## config.mk

```make
export PLATFORM = sky130hd
export DESIGN_NAME = utf8_vietnamese_glyph_decoder
export DESIGN_NICKNAME = d
export VERILOG_FILES = /design/src/rtl/utf8vg_pkg.sv /design/src/rtl/utf8vg_front.sv /design/src/rtl/utf8vg_queue.sv /design/src/rtl/utf8vg_back.sv /design/src/rtl/utf8_vietnamese_glyph_decoder.sv
export SDC_FILE = /design/constraint.sdc
export NUM_CORES = 1
export LEC_CHECK = 0
export ABC_AREA = 1
export ABC_CLOCK_PERIOD_IN_PS = 8200
export BUFFER_PORTS_ARGS = -buffer_cell sky130_fd_sc_hd__buf_2
export CORE_MARGIN = 2
export CORE_UTILIZATION = 40
export CTS_CLUSTER_DIAMETER = 60
export DETAILED_ROUTE_END_ITERATION = 12
export PLACE_DENSITY_LB_ADDON = 0.2
export RECOVER_POWER = 50
export SLEW_MARGIN = 20
export SYNTH_ARGS = -nofsm -noshare
export SYNTH_HDL_FRONTEND = slang
export SYNTH_SLANG_ARGS = --single-unit
```

## constraint.sdc

```tcl
create_clock -name clk -period 8.2 [get_ports clk]
set_clock_uncertainty 0.15 [all_clocks]
set_input_delay 1.23 -clock clk [delete_from_list [all_inputs] [get_ports clk]]
set_output_delay 1.23 -clock clk [all_outputs]
set_load 0.05 [all_outputs]
```

## src/rtl/utf8vg_pkg.sv

```systemverilog
// ----------------------------------------------------------------------------
// utf8vg_pkg
// Shared types, constants and glyph tables for the UTF-8 glyph decoder.
// ----------------------------------------------------------------------------
package utf8vg_pkg;

  localparam int unsigned QueueDepthDefault = 4;
  localparam logic [3:0]  PitchReset        = 4'd6;

  // diacritic bits
  localparam logic [8:0] MK_NONE = 9'h000;
  localparam logic [8:0] MK_AC   = 9'h001;
  localparam logic [8:0] MK_GR   = 9'h002;
  localparam logic [8:0] MK_HK   = 9'h004;
  localparam logic [8:0] MK_TI   = 9'h008;
  localparam logic [8:0] MK_DT   = 9'h010;
  localparam logic [8:0] MK_CI   = 9'h020;
  localparam logic [8:0] MK_BR   = 9'h040;
  localparam logic [8:0] MK_HO   = 9'h080;
  localparam logic [8:0] MK_DB   = 9'h100;

  localparam logic [6:0] CH_A    = 7'h41;
  localparam logic [6:0] CH_D    = 7'h44;
  localparam logic [6:0] CH_E    = 7'h45;
  localparam logic [6:0] CH_I    = 7'h49;
  localparam logic [6:0] CH_O    = 7'h4F;
  localparam logic [6:0] CH_U    = 7'h55;
  localparam logic [6:0] CH_Y    = 7'h59;
  localparam logic [6:0] CH_QM   = 7'h3F;
  localparam logic [6:0] CH_NUL  = 7'h00;
  localparam logic [6:0] LOWER   = 7'h20;

  localparam logic [15:0] CP_QM  = 16'h003F;
  localparam logic [15:0] SAT16  = 16'hFFFF;

  typedef struct packed {
    logic [6:0] base;
    logic [8:0] marks;
  } glyph_t;

  // one queued word: a code point, last-of-string flag, and a flag for the
  // cut-short three-byte case, which yields a '?' ahead of the code point
  typedef struct packed {
    logic [15:0] cp;
    logic        last;
    logic        dbl;
  } entry_t;

  function automatic glyph_t latin_lookup(input logic [4:0] idx);
    glyph_t g;
    g = '{base: CH_NUL, marks: MK_NONE};
    unique case (idx)
      5'd0:  g = '{base: CH_A, marks: MK_GR};
      5'd1:  g = '{base: CH_A, marks: MK_AC};
      5'd2:  g = '{base: CH_A, marks: MK_CI};
      5'd3:  g = '{base: CH_A, marks: MK_TI};
      5'd8:  g = '{base: CH_E, marks: MK_GR};
      5'd9:  g = '{base: CH_E, marks: MK_AC};
      5'd10: g = '{base: CH_E, marks: MK_CI};
      5'd12: g = '{base: CH_I, marks: MK_GR};
      5'd13: g = '{base: CH_I, marks: MK_AC};
      5'd18: g = '{base: CH_O, marks: MK_GR};
      5'd19: g = '{base: CH_O, marks: MK_AC};
      5'd20: g = '{base: CH_O, marks: MK_CI};
      5'd21: g = '{base: CH_O, marks: MK_TI};
      5'd25: g = '{base: CH_U, marks: MK_GR};
      5'd26: g = '{base: CH_U, marks: MK_AC};
      5'd29: g = '{base: CH_Y, marks: MK_AC};
      default: g = '{base: CH_NUL, marks: MK_NONE};
    endcase
    return g;
  endfunction

  function automatic glyph_t viet_lookup(input logic [6:0] idx);
    glyph_t g;
    g = '{base: CH_QM, marks: MK_NONE};
    unique case (idx)
      7'd0:  g = '{base: CH_A, marks: MK_DT};
      7'd1:  g = '{base: CH_A, marks: MK_HK};
      7'd2:  g = '{base: CH_A, marks: MK_CI | MK_AC};
      7'd3:  g = '{base: CH_A, marks: MK_CI | MK_GR};
      7'd4:  g = '{base: CH_A, marks: MK_CI | MK_HK};
      7'd5:  g = '{base: CH_A, marks: MK_CI | MK_TI};
      7'd6:  g = '{base: CH_A, marks: MK_CI | MK_DT};
      7'd7:  g = '{base: CH_A, marks: MK_BR | MK_AC};
      7'd8:  g = '{base: CH_A, marks: MK_BR | MK_GR};
      7'd9:  g = '{base: CH_A, marks: MK_BR | MK_HK};
      7'd10: g = '{base: CH_A, marks: MK_BR | MK_TI};
      7'd11: g = '{base: CH_A, marks: MK_BR | MK_DT};
      7'd12: g = '{base: CH_E, marks: MK_DT};
      7'd13: g = '{base: CH_E, marks: MK_HK};
      7'd14: g = '{base: CH_E, marks: MK_TI};
      7'd15: g = '{base: CH_E, marks: MK_CI | MK_AC};
      7'd16: g = '{base: CH_E, marks: MK_CI | MK_GR};
      7'd17: g = '{base: CH_E, marks: MK_CI | MK_HK};
      7'd18: g = '{base: CH_E, marks: MK_CI | MK_TI};
      7'd19: g = '{base: CH_E, marks: MK_CI | MK_DT};
      7'd20: g = '{base: CH_I, marks: MK_HK};
      7'd21: g = '{base: CH_I, marks: MK_DT};
      7'd22: g = '{base: CH_O, marks: MK_DT};
      7'd23: g = '{base: CH_O, marks: MK_HK};
      7'd24: g = '{base: CH_O, marks: MK_CI | MK_AC};
      7'd25: g = '{base: CH_O, marks: MK_CI | MK_GR};
      7'd26: g = '{base: CH_O, marks: MK_CI | MK_HK};
      7'd27: g = '{base: CH_O, marks: MK_CI | MK_TI};
      7'd28: g = '{base: CH_O, marks: MK_CI | MK_DT};
      7'd29: g = '{base: CH_O, marks: MK_HO | MK_AC};
      7'd30: g = '{base: CH_O, marks: MK_HO | MK_GR};
      7'd31: g = '{base: CH_O, marks: MK_HO | MK_HK};
      7'd32: g = '{base: CH_O, marks: MK_HO | MK_TI};
      7'd33: g = '{base: CH_O, marks: MK_HO | MK_DT};
      7'd34: g = '{base: CH_U, marks: MK_DT};
      7'd35: g = '{base: CH_U, marks: MK_HK};
      7'd36: g = '{base: CH_U, marks: MK_HO | MK_AC};
      7'd37: g = '{base: CH_U, marks: MK_HO | MK_GR};
      7'd38: g = '{base: CH_U, marks: MK_HO | MK_HK};
      7'd39: g = '{base: CH_U, marks: MK_HO | MK_TI};
      7'd40: g = '{base: CH_U, marks: MK_HO | MK_DT};
      7'd41: g = '{base: CH_Y, marks: MK_GR};
      7'd42: g = '{base: CH_Y, marks: MK_DT};
      7'd43: g = '{base: CH_Y, marks: MK_HK};
      7'd44: g = '{base: CH_Y, marks: MK_TI};
      default: g = '{base: CH_QM, marks: MK_NONE};
    endcase
    return g;
  endfunction

  function automatic glyph_t map_cp(input logic [15:0] cp);
    glyph_t g;
    glyph_t t;
    g = '{base: CH_QM, marks: MK_NONE};
    t = '{base: CH_NUL, marks: MK_NONE};
    if (cp < 16'h0080) begin
      g.base = cp[6:0];
    end else if (cp[15:8] == 8'h00 && cp[7:6] == 2'b11) begin
      t = latin_lookup(cp[4:0]);
      if (t.base != CH_NUL) begin
        g.base  = cp[5] ? (t.base | LOWER) : t.base;
        g.marks = t.marks;
      end
    end else if (cp >= 16'h1EA0 && cp <= 16'h1EF9) begin
      t = viet_lookup(cp[7:1] - 7'h50);
      g.base  = cp[0] ? (t.base | LOWER) : t.base;
      g.marks = t.marks;
    end else begin
      unique case (cp)
        16'h0102: g = '{base: CH_A,         marks: MK_BR};
        16'h0103: g = '{base: CH_A | LOWER, marks: MK_BR};
        16'h0110: g = '{base: CH_D,         marks: MK_DB};
        16'h0111: g = '{base: CH_D | LOWER, marks: MK_DB};
        16'h0128: g = '{base: CH_I,         marks: MK_TI};
        16'h0129: g = '{base: CH_I | LOWER, marks: MK_TI};
        16'h0168: g = '{base: CH_U,         marks: MK_TI};
        16'h0169: g = '{base: CH_U | LOWER, marks: MK_TI};
        16'h01A0: g = '{base: CH_O,         marks: MK_HO};
        16'h01A1: g = '{base: CH_O | LOWER, marks: MK_HO};
        16'h01AF: g = '{base: CH_U,         marks: MK_HO};
        16'h01B0: g = '{base: CH_U | LOWER, marks: MK_HO};
        default:  g = '{base: CH_QM,        marks: MK_NONE};
      endcase
    end
    return g;
  endfunction

  function automatic logic [15:0] sat_mul(input logic [15:0] count, input logic [3:0] pitch);
    logic [19:0] p;
    p = count * pitch;
    return (|p[19:16]) ? SAT16 : p[15:0];
  endfunction

endpackage

```

## src/rtl/utf8vg_front.sv

```systemverilog
// ----------------------------------------------------------------------------
// utf8vg_front
// Byte classifier: assembles multi-byte sequences and queues code points.
// ----------------------------------------------------------------------------
module utf8vg_front (
  input  logic                  clk,
  input  logic                  rst,
  input  logic                  accept,
  input  logic [7:0]            text_byte,
  input  logic                  end_of_string,
  output logic                  q_push,
  output utf8vg_pkg::entry_t    q_word
);
  import utf8vg_pkg::*;

  logic [7:0] pending_lead, pending_lead_next;
  logic [1:0] need, need_next;
  logic [7:0] held_cont, held_cont_next;

  always_comb begin
    pending_lead_next = pending_lead;
    need_next         = need;
    held_cont_next    = held_cont;
    q_push            = 1'b0;
    q_word            = '{cp: CP_QM, last: end_of_string, dbl: 1'b0};

    if (need == 2'd1) begin
      q_push    = 1'b1;
      need_next = 2'd0;
      if (pending_lead[7:5] == 3'b110) begin
        q_word.cp = {5'd0, pending_lead[4:0], text_byte[5:0]};
      end else begin
        q_word.cp = {pending_lead[3:0], held_cont[5:0], text_byte[5:0]};
      end
    end else if (need == 2'd2) begin
      if (end_of_string) begin
        // lead gives '?', the final byte is then a lead of its own
        q_push      = 1'b1;
        need_next   = 2'd0;
        q_word.dbl  = 1'b1;
        q_word.cp   = text_byte[7] ? CP_QM : {8'd0, text_byte};
      end else begin
        held_cont_next = text_byte;
        need_next      = 2'd1;
      end
    end else begin
      need_next = 2'd0;
      if (!text_byte[7]) begin
        q_push    = 1'b1;
        q_word.cp = {8'd0, text_byte};
      end else if (text_byte[7:5] == 3'b110 && !end_of_string) begin
        pending_lead_next = text_byte;
        need_next         = 2'd1;
      end else if (text_byte[7:4] == 4'b1110 && !end_of_string) begin
        pending_lead_next = text_byte;
        need_next         = 2'd2;
      end else begin
        q_push = 1'b1;
      end
    end

    if (end_of_string) begin
      pending_lead_next = 8'd0;
      need_next         = 2'd0;
      held_cont_next    = 8'd0;
    end

    if (!accept) begin
      q_push = 1'b0;
    end
  end

  always_ff @(posedge clk) begin
    if (rst) begin
      pending_lead <= 8'd0;
      need         <= 2'd0;
      held_cont    <= 8'd0;
    end else if (accept) begin
      pending_lead <= pending_lead_next;
      need         <= need_next;
      held_cont    <= held_cont_next;
    end
  end

endmodule

```

## src/rtl/utf8vg_queue.sv

```systemverilog
// ----------------------------------------------------------------------------
// utf8vg_queue
// Small register queue between the classifier and the glyph stage.
// ----------------------------------------------------------------------------
module utf8vg_queue #(
  parameter int unsigned DEPTH = utf8vg_pkg::QueueDepthDefault
) (
  input  logic                  clk,
  input  logic                  rst,
  input  logic                  push,
  input  utf8vg_pkg::entry_t    wdata,
  output logic                  full,
  output logic                  valid,
  input  logic                  pop,
  output utf8vg_pkg::entry_t    rdata
);
  import utf8vg_pkg::*;

  localparam int unsigned PW = (DEPTH > 1) ? $clog2(DEPTH) : 1;
  localparam int unsigned CW = $clog2(DEPTH + 1);
  localparam logic [PW-1:0] PtrLast = PW'(DEPTH - 1);
  localparam logic [CW-1:0] CntFull = CW'(DEPTH);

  entry_t        slots [DEPTH];
  logic [PW-1:0] wr_ptr, rd_ptr;
  logic [CW-1:0] count;
  logic          do_push, do_pop;

  assign full    = (count == CntFull);
  assign valid   = (count != '0);
  assign do_push = push && !full;
  assign do_pop  = pop && valid;
  assign rdata   = slots[rd_ptr];

  always_ff @(posedge clk) begin
    if (do_push) begin
      slots[wr_ptr] <= wdata;
    end
  end

  always_ff @(posedge clk) begin
    if (rst) begin
      wr_ptr <= '0;
      rd_ptr <= '0;
      count  <= '0;
    end else begin
      if (do_push) begin
        wr_ptr <= (wr_ptr == PtrLast) ? '0 : wr_ptr + 1'b1;
      end
      if (do_pop) begin
        rd_ptr <= (rd_ptr == PtrLast) ? '0 : rd_ptr + 1'b1;
      end
      if (do_push && !do_pop) begin
        count <= count + 1'b1;
      end else if (do_pop && !do_push) begin
        count <= count - 1'b1;
      end
    end
  end

endmodule

```

## src/rtl/utf8vg_back.sv

```systemverilog
// ----------------------------------------------------------------------------
// utf8vg_back
// Glyph stage: table lookup, column and width, registered result word.
// ----------------------------------------------------------------------------
module utf8vg_back (
  input  logic                  clk,
  input  logic                  rst,
  input  logic [3:0]            pitch,
  input  logic                  q_valid,
  input  utf8vg_pkg::entry_t    q_word,
  output logic                  q_pop,
  output logic                  empty,
  input  logic                  pop,
  output logic [6:0]            base_char,
  output logic [8:0]            mark_bits,
  output logic [15:0]           column_offset,
  output logic                  final_glyph,
  output logic [15:0]           string_width
);
  import utf8vg_pkg::*;

  logic        out_valid;
  logic        phase;        // first half of a split word already sent
  logic [15:0] glyph_count;
  logic [15:0] count_inc;
  logic        take, first_half, is_last;
  glyph_t      g;

  assign empty      = !out_valid;
  assign take       = q_valid && (!out_valid || pop);
  assign first_half = q_word.dbl && !phase;
  assign is_last    = q_word.last && !first_half;
  assign q_pop      = take && !first_half;
  assign count_inc  = (glyph_count == SAT16) ? SAT16 : glyph_count + 16'd1;
  assign g          = map_cp(first_half ? CP_QM : q_word.cp);

  always_ff @(posedge clk) begin
    if (rst) begin
      out_valid   <= 1'b0;
      phase       <= 1'b0;
      glyph_count <= 16'd0;
    end else begin
      if (take) begin
        out_valid   <= 1'b1;
        phase       <= first_half;
        glyph_count <= is_last ? 16'd0 : count_inc;
      end else if (pop) begin
        out_valid <= 1'b0;
      end
    end
  end

  always_ff @(posedge clk) begin
    if (take) begin
      base_char     <= g.base;
      mark_bits     <= g.marks;
      column_offset <= sat_mul(glyph_count, pitch);
      final_glyph   <= is_last;
      string_width  <= is_last ? sat_mul(count_inc, pitch) : 16'd0;
    end
  end

endmodule

```

## src/rtl/utf8_vietnamese_glyph_decoder.sv

```systemverilog
// ----------------------------------------------------------------------------
// utf8_vietnamese_glyph_decoder
// UTF-8 byte stream to ASCII base character plus Vietnamese diacritic bits.
// ----------------------------------------------------------------------------
// One byte is taken per cycle while the queue is not full. The byte completing a
// glyph is written into the word queue, and the glyph is then registered in the
// result register. A three-byte sequence cut short by the end of the string
// yields two glyphs from one queue word, keeping the glyph stage busy for both;
// the classifier keeps taking bytes meanwhile until the QUEUE_DEPTH word queue
// between the two halves fills. The single result register is refilled in the
// cycle it is popped, so a consumer popping every cycle sees one glyph per cycle while the queue holds words.
module utf8_vietnamese_glyph_decoder #(
  parameter int unsigned QUEUE_DEPTH = utf8vg_pkg::QueueDepthDefault
) (
  input  logic        clk,
  input  logic        rst,
  input  logic        cfg_we,
  input  logic [3:0]  cfg_data,
  input  logic        push,
  output logic        full,
  input  logic [7:0]  text_byte,
  input  logic        end_of_string,
  output logic        empty,
  input  logic        pop,
  output logic [6:0]  base_char,
  output logic [8:0]  mark_bits,
  output logic [15:0] column_offset,
  output logic        final_glyph,
  output logic [15:0] string_width
);
  import utf8vg_pkg::*;

  logic [3:0] glyph_pitch;
  logic       accept;
  logic       q_push, q_valid, q_pop;
  entry_t     q_wdata, q_rdata;

  assign accept = push && !full;

  always_ff @(posedge clk) begin
    if (rst) begin
      glyph_pitch <= PitchReset;
    end else if (cfg_we) begin
      glyph_pitch <= cfg_data;
    end
  end

  utf8vg_front u_front (
    .clk           (clk),
    .rst           (rst),
    .accept        (accept),
    .text_byte     (text_byte),
    .end_of_string (end_of_string),
    .q_push        (q_push),
    .q_word        (q_wdata)
  );

  utf8vg_queue #(
    .DEPTH (QUEUE_DEPTH)
  ) u_queue (
    .clk   (clk),
    .rst   (rst),
    .push  (q_push),
    .wdata (q_wdata),
    .full  (full),
    .valid (q_valid),
    .pop   (q_pop),
    .rdata (q_rdata)
  );

  utf8vg_back u_back (
    .clk           (clk),
    .rst           (rst),
    .pitch         (glyph_pitch),
    .q_valid       (q_valid),
    .q_word        (q_rdata),
    .q_pop         (q_pop),
    .empty         (empty),
    .pop           (pop),
    .base_char     (base_char),
    .mark_bits     (mark_bits),
    .column_offset (column_offset),
    .final_glyph   (final_glyph),
    .string_width  (string_width)
  );

  // width is only carried on the last glyph of a string
  a_width_only_final: assert property (@(posedge clk) disable iff (rst)
    (!empty && !final_glyph) |-> (string_width == 16'd0))
    else $error("string width on a non-final glyph");

  a_width_covers_column: assert property (@(posedge clk) disable iff (rst)
    (!empty && final_glyph) |-> (string_width >= column_offset))
    else $error("string width below column of final glyph");

  // a full queue means the glyph stage already holds a word
  a_full_implies_output: assert property (@(posedge clk) disable iff (rst)
    full |-> !empty)
    else $error("queue full while result register is empty");

endmodule
```

Yosys cells after proc, flatten, opt, wreduce, memory -nomap -nowiden --
Memory sizes are Yosys's and may differ from the RTL's. A register that Yosys moved wholly into a read port is not among the register bits. Index checks and enable logic that the tools add are counted. W data, S select, Z words.
Word-level totals: memories 3, bits in registers 94, ROM bits 1216, word-level logic and storage cells 139, output and inout port bits 51, RAM bits 72
Memories:
- (name not given) | words 64, bits a word 14, rd ports 1, clocked after memory_dff 0, write ports 0, RTL line utf8vg_pkg.sv:77 | unique case (idx)
- (name not given) | words 32, bits a word 10, rd ports 1, clocked after memory_dff 0, write ports 0, RTL line utf8vg_pkg.sv:52 | unique case (idx)
- u_queue.slots | words 4, bits a word 18, rd ports 1, clocked after memory_dff 1, write ports 1, RTL line utf8vg_queue.sv:24 | entry_t slots [DEPTH];
Operators by class: $lt $le $gt $ge 3, eq/ne operators 24, reduce and logical (&&, ||, !) cells 33, multiply operators 2, mux-type cells 53, $add $sub $neg 6
Operators by type and width (count):
- $mux W16 | 14
- $eq A16 B9 Y1 const B | 12
- $pmux W16 S12 | 1
- $mux W8 | 6
- $mul A16 B4 Y20 | 2
- $mux W6 | 5
- $mux W2 | 10
- $add A16 B1 Y16 const B | 1
- $eq A16 B16 Y1 const B | 1
- $ge A16 B13 Y1 const B | 1
- $le A16 B13 Y1 const B | 1
- $lt A16 B8 Y1 const B | 1
- $mux W7 | 2
- $logic_and A1 B1 Y1 | 13
- $mux W1 | 13
- $eq A3 B3 Y1 const B | 3
- $eq A2 B2 Y1 const B | 4
- $logic_not A8 Y1 | 1
- $reduce_bool A2 Y1 | 4
- $reduce_or A4 Y1 | 2
- $logic_not A1 Y1 | 7
- $reduce_bool A7 Y1 | 1
- $sub A7 B7 Y7 const B | 1
- $mux W3 | 2
- 10 further kinds | 13

Logic depth before layout (Yosys ltp) --
depth in word-level cells 13, gate-level depth with buffers 29, depth with buffers taken out 28

Modules after synthesis --
A second synthesis with hierarchy kept.
Second synthesis, totals: cell total of the unflattened synthesis 1680, area total of the unflattened synthesis 13191.4 µm²
Modules (own cells, without submodules):
- utf8vg_back | seq. area each 1831.8 µm², instances 1, area each 8887.3 µm², cells each 1273
- utf8vg_queue | seq. area each 2342.2 µm², instances 1, area each 3218.1 µm², cells each 244
- utf8vg_front | seq. area each 320.3 µm², instances 1, area each 928.4 µm², cells each 139
- utf8_vietnamese_glyph_decoder | seq. area each 80.1 µm², instances 1, area each 157.7 µm², cells each 24

Worst setup path after synthesis --
OpenSTA, ideal clock, no wires.
path type input port to flip-flop, start in pop, end reg u_queue.count[1], slack 1672 ps, data required time 7930 ps, cell stages on the path 10, path buffers 0, arrival 6257 ps, cell sequence nor2_1 > a31oi_1 > clkinv_1 > nor2_1 > inv_1 > ha_1 > inv_1 > fa_1 > o21ai_0 > a21oi_1
Between the ends: longest elaborated chain between the ends 7, elaborated cells on any way between the ends 9, classes of those cells 1 x mux; 8 x reduce/logical
RTL lines:
- from (decl) | RTL line utf8_vietnamese_glyph_decoder.sv:24 | input logic pop,
- $logic_or A1 B1 Y1 (*) | RTL line utf8vg_back.sv:30 | assign take = q_valid && (!out_valid || pop);
- $logic_and A1 B1 Y1 (*) | RTL line utf8vg_back.sv:30
- via u_back.take | RTL line utf8vg_back.sv:26 | logic take, first_half, is_last;
- $logic_and A1 B1 Y1 (*) | RTL line utf8vg_back.sv:33 | assign q_pop = take && !first_half;
- $logic_and A1 B1 Y1 (*) | RTL line utf8vg_queue.sv:32 | assign do_pop = pop && valid;
- $logic_not A1 Y1 | RTL line utf8vg_queue.sv:53 | if (do_push && !do_pop) begin
- $logic_and A1 B1 Y1 | RTL line utf8vg_queue.sv:53
- $mux W3 / $reduce_bool A2 Y1 (equally long branches)
- to (signal assigned) | RTL line utf8vg_queue.sv:54 | count <= count + 1'b1;
- to (signal assigned) | RTL line utf8vg_queue.sv:56 | count <= count - 1'b1;
- to (decl) | RTL line utf8vg_queue.sv:26 | logic [CW-1:0] count;
The timed path passes the listed nets; every way through them passes the cells marked *. A chain may end at the register's enable or synchronous reset.

Worst setup path after layout --
Ends and elaborated chain as after synthesis.

==> results_dict.tcl <==
set metrics [dict create \
    ant_nets 0 \
    grt_usage 0.195 \
    drive_above_1_share 0.0715 \
    tritoncts "done" \
    pwr-share-comb 0.499 \
    clkPwrFrac 0.195 \
    cts_max_level 4 \
    setup_ws_ns 1.56 \
    cp.arrival_ns 6.82 \
    ys_seq_area_frac 0.354 \
    swShare 0.501 \
    cp_data_required_time_ns 8.38 \
    syn-num-nets 1811 \
    die_h_um 184 \
    min_path_type "flop to flop" \
    placementRows 65 \
    io-pin-count 69 \
    power_density_mw_per_mm2 285 \
    via_per_inst 5.16 \
    drc 0 \
    status "complete, but fails checks" \
    timing.fmax_mhz 151 \
    hold_buffers 0 \
    synth-edff-count 121 \
    stdcell_area_sq_mm 0.0141 \
    synthCells 1664 \
    final_util 0.444 \
    finalMaxSlewViolations 90 \
    seq_power_share 0.306 \
    cap_violations 2 \
    clockBufferDepth 2 \
    p_sw_mw 2.01 \
    seqCellArea_sq_mm 0.00457 \
    finalSetupViolCount 0 \
    cp_slowest_cell "clkbuf_1" \
    grt_max_degree 52 \
    multi_input_area_sq_mm 0.00696 \
    initial_core_util 0.407 \
    fin_nets 1854 \
    hold_violations 0 \
    synthFlopType "edfxtp_1" \
    critPathKind "input pin to flop" \
    end_kind "flop" \
    fp.coreArea_sq_mm 0.0317 \
    overflow 0 \
    ys_warn_count 0 \
    yosys.area.top_type_share 0.281 \
    antenna_found_initial 0 \
    cts.reportedPaths.clkPinSlew_ns 0.07 \
    chipWidth_um 184 \
    root_buffer "clkbuf_16" \
    ys_ff_latch 168 \
    wl_um 31700 \
    synthDistinctLibCells 58 \
    critical-path-top-delay-family "buffers and inverters" \
    io_buffers 68 \
    max_stage_delay_ns 2.10 \
    dr.pass1.iters 5 \
    ir_worst_vdd_mv 0.173 \
    cp_cell_sequence "buf_2 > nor2_1 > a31oi_4 > clkbuf_1 > clkinv_1 > nor2_1 > inv_1 > ha_1 > inv_1 > fa_1 > o21ai_0 > a21oi_1" \
    rsz0062_at_grt "false" \
    fin_crit_sh 0.810 \
    power_leakage_nw 6.95 \
    dp_hpwl_um 23600 \
    violations "capacitance limit, slew limit" \
    synth_area_per_cell_sq_um 7.76 \
    grt_pass1_vias 10700 \
    place.gp.congestion 0.896 \
    critPathMaxFanout 51 \
    synthTopCellsByArea "edfxtp_1 28%, nand2_1 11%, fa_1 8.8%, inv_1 8.2%, dfxtp_1 7.3%" \
    num_vias 11000 \
    placed_cell_area_sq_mm 0.0136 \
    cts_buffers 17 \
    dieArea_sq_mm 0.0338 \
    clkLatencyLatePin_ns 0.45 \
    p_int_mw 2.00 \
    cts.repair.resized 0 \
    final_common_cell "nand2_1" \
    slew_headroom -0.983 \
    post_cts_buffers 0 \
    n_antenna_cell 0 \
    final_cell_mix "373 x nand2_1, 281 x inv_1, 166 x nor2_1" \
    place_ws_ns 1.92 \
    finalSetupTns_ns 0 \
    start_kind "input pin" \
    timing.critical_path.buf_inv 5 \
    synthArstFlopShare 0 \
    timing.final.crit_period_ns 6.64 \
    fillCellCount 3249 \
    syn_area_sq_mm 0.0129 \
    area_delta_synth_final_pct 9.00 \
    worstMarginPinSlew_ns 2.97 \
    cts_sinks 168 \
    grt_pass1_wl_um 52600 \
    wl_per_cell_um 14.9 \
    drt_iter0_drc 826 \
    synth.largest_area_cell "edfxtp_1" \
]
worst register-to-register path, cell delays in order (launching register included):
cell	delay, ns
dfxtp_1	0.45
ha_1	0.23
nand2_1	0.08
nor3_2	0.20
nand2_1	0.18
nor4_4	0.24
nand2_1	0.11
nor2_1	0.47
inv_1	0.28
nand2_1	0.17
nand2_1	0.09
fa_1	0.56
fa_1	0.55
inv_1	0.07
fa_1	0.45
nand3_1	0.10
nand2_1	0.08
a21boi_1	0.25
o21ai_0	0.22
nand3_1	0.12
nand2_1	0.07
xor2_1	0.14
nor2_1	0.14
nand2_1	0.28
o21ai_0	0.28
inv_1	0.06
logic make-up after synthesis:
logic type,synth area share
AND/OR/NAND/NOR,0.242
buffers and inverters,0.109
AO/OA/AOI/OAI,0.108
flip-flops,0.354
adder cells (fa/ha/maj),0.158
XOR/XNOR,0.0286
cell type report:
cell class,count,area share
Sequential cell,168,0.325
Tap cell,402,0.0357
Clock buffer,17,0.0302
Timing Repair Buffer,76,0.0248
Inverter,302,0.0805
Multi-Input combinational cell,1142,0.494
Clock inverter,15,0.0100
path summary, 6_finish.rpt:
| path | cells after the start | from | to | slack [ns] |
|---|---|---|---|---|
| hold / removal | 2 | u_front.held_cont[5] | u_front.held_cont[5] | 0.32 |
| setup / recovery | 12 | pop | u_queue.count[1] | 1.56 |
| setup reg to reg | 25 | u_back.glyph_count[0] | u_back.string_width[3] | 1.95 |
| hold reg to reg | 2 | u_front.held_cont[5] | u_front.held_cont[5] | 0.32 |
sequential cells by signal, summed over array words and instances, names as in the netlist, named ones only:
name	flops
glyph_pitch	4
u_back.base_char	7
u_back.column_offset	16
u_back.final_glyph	1
u_back.glyph_count	16
u_back.mark_bits	9
u_back.out_valid	1
u_back.phase	1
u_back.string_width	16
u_front.held_cont	6
u_front.need	2
u_front.pending_lead	8
u_queue.count	3
u_queue.rd_ptr	2
u_queue.slots	72
u_queue.wr_ptr	2
per-stage QoR:
stage | instances | hold slack (ns) | power, mW
4_1_cts | 2122 | 0.318 | 4.04
2_1_floorplan | 1664 | 0.280 | 2.78
3_3_place_gp | 2090 | 0.300 | 3.26
6_report | 2122 | 0.315 | 4.01
5_1_grt | 2122 | 0.341 | 4.29
3_5_place_dp | 2090 | 0.307 | 3.25
power by group through the flow:
stage	logic [mW]	clock network (mW)	registers (mW)
floorplan	1.16	0	1.62
global placement	2.02	0	1.23
detailed placement	2.02	0	1.23
CTS	2.03	0.797	1.22
global route	2.21	0.831	1.25
finish	2.00	0.779	1.23
synthesized netlist by cell type (4+ instances only):
master / number
buf_6: 5
nand4_1: 20
a211oi_1: 11
xnor2_1: 14
o21ai_0: 77
edfxtp_1: 121
nor3_1: 21
nand2_2: 7
a31oi_1: 7
ha_1: 72
a21oi_1: 96
o31ai_1: 5
nand3_2: 4
inv_2: 18
clkbuf_1: 26
a21oi_2: 4
nor2_1: 166
o21ai_1: 17
nand3_1: 109
buf_4: 9
dfxtp_1: 47
a22oi_1: 5
o211ai_1: 8
nand2_1: 373
fa_1: 57
and2_1: 5
xor2_1: 25
buf_2: 9
nor2_2: 4
inv_1: 281
metal layers:
layer	global-route usage	part of all wire
met3	0.0258	0.037
met2	0.347	0.50
met1	0.246	0.44
met4	0.0611	0.021
met5	0	0
Note: power is estimated with default switching activity, not from simulation.
